<file path="src/cist_reduce.sv">
`timescale 1ns / 1ps
// ----------------------------------------------------------------------------
// cist_reduce
// Folds the per-cell match flags into a hit flag and a slot number.
// ----------------------------------------------------------------------------
module cist_reduce #(
  parameter int CAPACITY = 64,
  parameter int SLOT_W   = 6
) (
  input  logic [CAPACITY-1:0] match,
  output logic                hit,
  output logic [SLOT_W-1:0]   slot
);

  // ids are unique, so at most one flag is set: an OR of indices is enough
  always_comb begin
    slot = '0;
    for (int i = 0; i < CAPACITY; i++) begin
      if (match[i]) begin
        slot = slot | SLOT_W'(i);
      end
    end
    hit = |match;
  end

endmodule
</file>
<file path="config.mk">
export PLATFORM = sky130hd
export DESIGN_NAME = cist_reduce
export DESIGN_NICKNAME = d
export VERILOG_FILES = /design/src/cist_reduce.sv
export SDC_FILE = /design/constraint.sdc
export NUM_CORES = 1
export LEC_CHECK = 0
export ABC_AREA = 0
export BUFFER_PORTS_ARGS = -buffer_cell sky130_fd_sc_hd__buf_2
export CORE_AREA = 2 2 40 42
export DETAILED_ROUTE_END_ITERATION = 10
export DIE_AREA = 0 0 42 44
export GPL_TIMING_DRIVEN = 0
export PLACE_DENSITY = 0.81
export SLEW_MARGIN = 20
export SYNTH_ARGS = -nofsm -noshare
export SYNTH_HDL_FRONTEND = slang
export SYNTH_SLANG_ARGS = --single-unit
</file>
<file path="constraint.sdc">
create_clock -name vclk -period 1.2
set_input_delay 0.18 -clock vclk [all_inputs]
set_output_delay 0.18 -clock vclk [all_outputs]
set_load 0.005 [all_outputs]
</file>
==> flow_summary.yaml <==
synth:
  post-synth-top-area-fraction: 0.391
  syn-num-nets: 122
  avgSynthCellArea_um2: 6.06
  synth_common_cells: "nor4_1, nor2_1, nand4_1"
  ys_types: 10
  syn_area_um2: 352
  yosysMostFrequentCell: "nor4_1"
  yosysWarnings: 0
  synthTopCellsByArea: "nor4_1, nor4_2, nand4_1"
  yosysTopAreaCell: "nor4_1"
  ys_seq_area_frac: 0
  syn-instance-count: 58
sta:
  drv_slew: 0
  finalSetupViolCount: 7
  finalHoldViolCount: 0
  post-route-min-period_ns: 1.48
  relSlewSlack: 0.790
  worst_pin_slew_ns: 0.313
  final.period_utilization: 1.24
  rsz0062_at_grt: "yes"
  fmax_mhz: 675
  setup_slack_ns: -0.282
layout:
  clockBufferCount: 0
  insertedDiodeCount: 0
  final_util: 0.860
  register_area_um2: 0
  layout.nets: 201
  fin_cells: 151
  final_layout_size_suffix_gt1_frac: 0.778
  final_area_mm2: 0.00122
  nFlopsAndLatches: 0
  syn2layout_area_growth_pct: 247
global_routing:
  antenna_found_initial: 0
  grt-ovfl-total: 0
  grt_max_degree: 4
  grtUsageMet1: 0.351
  busiest_layer: "met2"
  use_met3: 0.0500
  grtUsageTotal: 0.318
  first_global_vias: 992
  grt_pass1_wl_um: 4610
  met2_usage: 0.609
pwr:
  vdd_drop_max_mv: 0.214
  power.share.sequential: 0
  power_switching_uw: 162
  pwr-share-clk: 0
  power_frac_comb: 1.000
  finalPower_uw: 331
  swShare: 0.490
  intPower_uw: 169
  leakage_nw: 0.431
  p_per_area_mw_per_mm2: 271
placement:
  io_buffer_count: 71
  post_dp_cell_area_um2: 727
  place_inst: 145
  hpwlAfterDp_um: 1710
  place_congestion: 0.861
run_status:
  failed_checks: "setup timing"
  status: "complete, but fails checks"
routing:
  avgRoutedWirePerCell_um: 21.3
  drtIter0Drc: 17
  wirelength_um: 3210
  drc_errors: 0
  drt.antenna.violating_nets: 0
  via_per_inst: 6.30
  firstDrtPassIters: 4
  vias: 951
setup_path:
  critPathCapture: "slot[1]"
  crit_required_ns: 1.02
  crit_path_start: "match[42]"
  end_kind: "output port"
  cp.arrival_ns: 1.30
  crit_type: "primary input to output port"
  path_max_fanout: 2
  critPathLaunchType: "primary input"
floorplanning:
  die_height_um: 44
  fp-row-count: 14
  dieWidth_um: 42
  dieArea_mm2: 0.00185
  io_pins: 71
  initial_core_util: 0.248
  coreArea_mm2: 0.00142
hold_path:
  hp-start: "match[27]"
  holdPathStages: 4
  hold_class: "primary input to output port"
job:
  cap_violations: 0
==> metal layers <==
metal,vias to the layer above,share of wire,wire length [um]
li1,409,-,-
met4,0,0.051,165
met5,-,0,0
met1,445,0.36,1170
met3,16,0.085,274
met2,81,0.50,1600
==> power by group through the flow <==
stage / Combinational [mW] / Clock (mW) / Sequential [mW]
3_5_place_dp: 0.165 / 0 / 0
3_3_place_gp: 0.161 / 0 / 0
2_1_floorplan: 0.0261 / 0 / 0
4_1_cts: 0.288 / 0 / 0
6_report: 0.331 / 0 / 0
5_1_grt: 0.346 / 0 / 0
==> cells by family after synthesis <==
kind of cell,after synthesis,synth area share
AND/OR/NAND/NOR,58,1.00
==> stage by stage <==
stage	TNS [ns]	setup WS [ns]	hold slack [ns]
after CTS	-0.571	-0.189	0.643
after global placement	-1.29	-0.261	0.649
after detailed placement	-1.39	-0.295	0.644
after floorplan	0	0.0809	0.447
after global routing	-1.48	-0.362	0.662
final	-1.18	-0.282	0.653
==> how the worst min path moves through the flow <==
stage | end | slack (ns)
2_1_floorplan | slot[5] | 0.45
3_3_place_gp | slot[5] | 0.65
3_5_place_dp | slot[5] | 0.64
4_1_cts | slot[3] | 0.64
5_1_grt | slot[3] | 0.66
6_report | slot[3] | 0.65
==> critical path, cell delays in order <==
cell and delay, ns:
buf_2 0.12, nor4_2 0.32, nand4_1 0.19, or3_1 0.35
buf_2 0.14
==> cell type report <==
class / count / area [um^2]
multi-input combinational: 58 / 644
timing repair buffer: 77 / 556
fill: 69 / 199
tap: 16 / 20.0
==> what timing repair did <==
action,CTS,global route
endpoints found under the setup margin,7,7
hold buffers,0,0
buffers inserted,5,1
cloned,0,0
pin swaps,27,12
resized for setup,66,17
==> cells in the final DEF (no fill, tap or decap), drive strengths merged <==
cell and count:
nand3 5, nor2 10, nor4 27, nand4 6, or3 2, nor3 1
nand2 5, and3 1, and4 1, buf 77
No activity file was read; power rests on OpenSTA's default activity.
