==> src/cist_pkg.sv <==
`timescale 1ns / 1ps
// ----------------------------------------------------------------------------
// cist_pkg
// Shared types and constants for the compact id set table.
// ----------------------------------------------------------------------------
package cist_pkg;

  localparam int ID_W    = 32;
  localparam int FUNC_W  = 2;
  localparam int POS_W   = 6;
  localparam int CNT_W   = 7;
  localparam int IN_W    = 40;  // func + id, padded to bytes
  localparam int OUT_W   = 16;  // found + position + count + full_reject, padded

  localparam logic [ID_W-1:0] EMPTY_ID = '1;

  typedef enum logic [FUNC_W-1:0] {
    FUNC_LOOKUP = 2'd0,
    FUNC_INSERT = 2'd1,
    FUNC_REMOVE = 2'd2
  } func_t;

  typedef enum logic [1:0] {
    ST_IDLE,
    ST_CMP,
    ST_RED,
    ST_UPD
  } state_t;

  // command broadcast to every cell of the chain
  typedef struct packed {
    logic            cmp_en;
    logic            ins_en;
    logic            rem_en;
    logic [ID_W-1:0] id;
  } cell_cmd_t;

endpackage

==> src/cist_cell.sv <==
`timescale 1ns / 1ps
// ----------------------------------------------------------------------------
// cist_cell
// One slot of the table: holds an id, compares it, loads or shifts down.
// ----------------------------------------------------------------------------
module cist_cell import cist_pkg::*; #(
  parameter int IDX    = 0,
  parameter int SLOT_W = 6
) (
  input  logic              clk,
  input  logic              rst,
  input  cell_cmd_t         cmd,
  input  logic [SLOT_W-1:0] slot,
  input  logic [ID_W-1:0]   nb_entry,  // entry of the next cell up
  output logic [ID_W-1:0]   entry,
  output logic              match
);

  localparam logic [SLOT_W-1:0] MY_IDX = SLOT_W'(IDX);

  always_ff @(posedge clk) begin
    if (rst) begin
      entry <= EMPTY_ID;
      match <= 1'b0;
    end else begin
      if (cmd.cmp_en) begin
        match <= (entry == cmd.id) && (cmd.id != EMPTY_ID);
      end
      if (cmd.ins_en && (slot == MY_IDX)) begin
        entry <= cmd.id;
      end else if (cmd.rem_en && (MY_IDX >= slot)) begin
        entry <= nb_entry;
      end
    end
  end

endmodule

==> config.mk <==
export PLATFORM = sky130hd
export DESIGN_NAME = cist_cell
export DESIGN_NICKNAME = d
export VERILOG_FILES = /design/src/cist_pkg.sv /design/src/cist_cell.sv
export SDC_FILE = /design/constraint.sdc
export NUM_CORES = 1
export LEC_CHECK = 0
export ABC_AREA = 1
export BUFFER_PORTS_ARGS = -buffer_cell sky130_fd_sc_hd__buf_2
export CORE_AREA = 2 2 71 73
export CTS_BUF_LIST = sky130_fd_sc_hd__clkbuf_4 sky130_fd_sc_hd__clkbuf_8
export DETAILED_ROUTE_END_ITERATION = 16
export DIE_AREA = 0 0 73 75
export PLACE_DENSITY = 0.84
export SLEW_MARGIN = 10
export SYNTH_ARGS = -nofsm -noshare
export SYNTH_HDL_FRONTEND = slang
export SYNTH_SLANG_ARGS = --single-unit
==> constraint.sdc <==
create_clock -name clk -period 1.2 [get_ports clk]
set_clock_uncertainty 0.05 [all_clocks]
set_input_delay 0.12 -clock clk [delete_from_list [all_inputs] [get_ports clk]]
set_output_delay 0.12 -clock clk [all_outputs]
set_load 0.05 [all_outputs]
==> summary.md <==
| Metric | Value |
|---|---|
| RSZ-0062 raised after global routing | `true` |
| Via Count | `2651` |
| Post-synth top flop | `dfxtp_1` |
| Initial drt markers | `152` |
| Worst Tran Pin Value | `262 ps` |
| Top cells by area, synth | `dfxtp_1 30%, nand2_1 16%, inv_1 11%` |
| Setup Viol. Count Final | `0` |
| Worst-Skew Late Latency | `290 ps` |
| P_leak | `1.63 nW` |
| Post-synthesis xor/xnor area fraction | `0.0279` |
| Maximum vdd drop | `0.547 mV` |
| First-pass GRT wire length | `10600 µm` |
| Fraction of registers with async set/reset | `0` |
| Worst reg2reg path startpoint | `entry[29]$_SDFFE_PP1P_` |
| Seq/Total Area, Yosys | `0.301` |
| TritonCTS Sinks | `33` |
| CTS tree | `built` |
| Combinational fraction of design power | `0.180` |
| Syn. warnings | `0` |
| Clock buffer depth | `2` |
| Int Pwr | `1.98 mW` |
| Layout area overhead | `40.1%` |
| Drt wl/cell | `13.2 µm` |
| Hold Buf Count CTS | `0` |
| Chip width | `73 µm` |
| Die height | `75 µm` |
| Io pins | `108` |
| Vias in the first global route | `2389` |
| Average size of a mapped cell | `6.31 µm²` |
| Hold wc startpoint | `nb_entry[2]` |
| EDFF count, synth | `0` |
| Final nets | `534` |
| Worst min-delay path class | `primary input to flip-flop` |
| Compound-cell area share of the yosys netlist | `0.192` |
| Final GP Congestion | `0.859` |
| Clock share of power | `0.414` |
| Fill cells | `430` |
| Dominant cell type by area after synthesis | `dfxtp_1` |
| Fin crit share | `0.999` |
| Share of cells above drive strength 1 | `0.413` |
| Worst Setup Start Kind | `flip-flop` |
| Initial core utilization | `0.471` |
| Min Tclk post-route | `1200 ps` |
| Commonest cells post-synth | `92 x nand2_1, 62 x inv_1, 41 x nand3_1` |
| Residual DRC | `0` |
| Count leader, synth | `nand2_1` |
| Core area | `4660 µm²` |
| Initial antenna violation count | `0` |
| Sw power | `724 µW` |
| Req. time, crit path | `1370 ps` |
| Fmax | `0.834 GHz` |
| Die Footprint | `5480 µm²` |
| Final hold vios | `0` |
| Hold Slack | `24.2 ps` |
| Mapped Cells | `348` |
| DRT Wirelength | `6770 µm` |
| Critical path endpoint category | `flip-flop` |
| Power Density | `879 nW/µm²` |
| Main combinational cell family by area after synthesis | `simple AND/OR/NAND/NOR gates` |
| Overflow after GRT | `0` |
| Site row count | `25` |
| Crit-path max FO | `3` |
| Status | `finished, final reports clean` |
| Number of synthesized register bits | `33` |
| Root buffer cell | `clkbuf_8` |
| Post-CTS setup buffers | `0` |
| Final Power | `2.70 mW` |
| WP data arrival | `1370 ps` |
| Post-synthesis simple-gate area fraction | `0.333` |
| ANT cells | `0` |
| TritonCTS Buffers | `5` |
| Slew Viols, Final | `0` |
| Multiplexer share of the synthesized area | `0` |
| 1st-pass router iterations | `4` |
| Yosys cell types | `20` |
| Top cell type's share of synthesized area | `0.301` |
| Drt via density | `5.16` |
| Relative slew slack | `0.827` |
| Fin util | `0.660` |
| H-tree levels | `2` |
| Total Routing Usage GR | `0.245` |
| Post-route ant nets | `0` |
| Setup crit start | `entry[29]$_SDFFE_PP1P_` |
| Mapped Area | `2190 µm²` |
| IO Port Bufs | `107` |
| Setup CP Type | `flip-flop to flip-flop` |
| Post-detail-place hpwl | `5310 µm` |
| Largest net degree at the start of global routing | `34` |
| Post-Synth Adder-Cell Area | `0` |
| Sequential Power Share | `0.406` |
| Max Cap Violations | `0` |
| CTS clk-pin slew, worst paths | `70 ps` |
| Switch share | `0.268` |
| Syn Nets | `423` |
==> kinds of logic (layout without fill, tap and decap cells) <==
family	Yosys count	count (layout)
simple gates	168	168
buf+inv	79	191
compound gates	61	61
flops	33	33
xor+xnor	7	7
==> per-layer routing <==
| layer | vias up | routed length [µm] | global-route usage |
|---|---|---|---|
| li1 | 1343 | - | - |
| met1 | 1202 | 2850 | 0.303 |
| met2 | 96 | 3340 | 0.427 |
| met3 | 10 | 473 | 0.0495 |
| met4 | 0 | 113 | 0.0761 |
| met5 | - | 0 | 0 |
==> layout by cell type (no fill, tap or decap), drive strengths merged <==
master | Yosys | layout
a21oi | 33 | 33
buf | 9 | 119
bufinv | 0 | 1
clkbuf | 6 | 7
dfxtp | 33 | 33
inv | 64 | 64
nand2 | 92 | 92
nand3 | 42 | 42
nand4 | 8 | 8
nor2 | 26 | 26
o211ai | 26 | 26
o21ai | 2 | 2
xnor2 | 5 | 5
xor2 | 2 | 2
==> sequential cells by signal, summed over array words and instances (netlist names) <==
register and flops:
entry 32, match 1
==> critical path: stages, from the launching register on <==
cell	delay, ps
dfxtp_4	350
inv_1	50
nand2_1	50
nand2_1	50
inv_1	50
nand2_1	50
nor2_1	120
nand2_1	70
nor2_1	80
nand3_1	80
a21oi_1	140
==> path summary, 6_finish.rpt <==
kind,to,slack [ps],depth (start not counted)
max,match$_SDFFE_PP0P_,0.8,10
min,entry[2]$_SDFFE_PP1P_,20,3
max reg2reg,match$_SDFFE_PP0P_,0.8,10
min reg2reg,entry[2]$_SDFFE_PP1P_,430,2
==> power groups by stage <==
stage	logic [mW]	clock network [mW]	registers, mW
2_1_floorplan	0.186	0	1.18
3_3_place_gp	0.464	0	1.12
3_5_place_dp	0.472	0	1.12
4_1_cts	0.475	1.14	1.10
5_1_grt	0.531	1.19	1.10
6_report	0.485	1.12	1.10
==> layout make-up <==
cell class / instances / area (µm²) / share of cell area
multi-input cells: 236 / 1240 / 0.404
flip-flops and latches: 33 / 736 / 0.239
repair buffers: 119 / 663 / 0.216
inverters: 64 / 245 / 0.0798
clock buffers: 7 / 90.1 / 0.0293
well taps: 54 / 67.6 / 0.0220
clock inverters: 1 / 30.0 / 0.00977
==> repair_timing <==
item | in CTS | in global routing
hold endpoints to repair | 0 | 0
cloned | 0 | 0
gates resized for setup | 1 | 15
setup endpoints to repair | 1 | 1
pin swaps | 0 | 7
==> metrics by stage <==
step	TNS [ps]	instances	setup slack (ps)	instance area (µm²)
2_1_floorplan	0	348	4.19	2270
3_3_place_gp	-2.41	506	-2.41	2920
3_5_place_dp	-781	506	-52.3	2920
4_1_cts	0	514	0.00810	3040
5_1_grt	-115	514	-115	3070
6_report	0	514	0.845	3070
(Power assumes the default switching activity.)
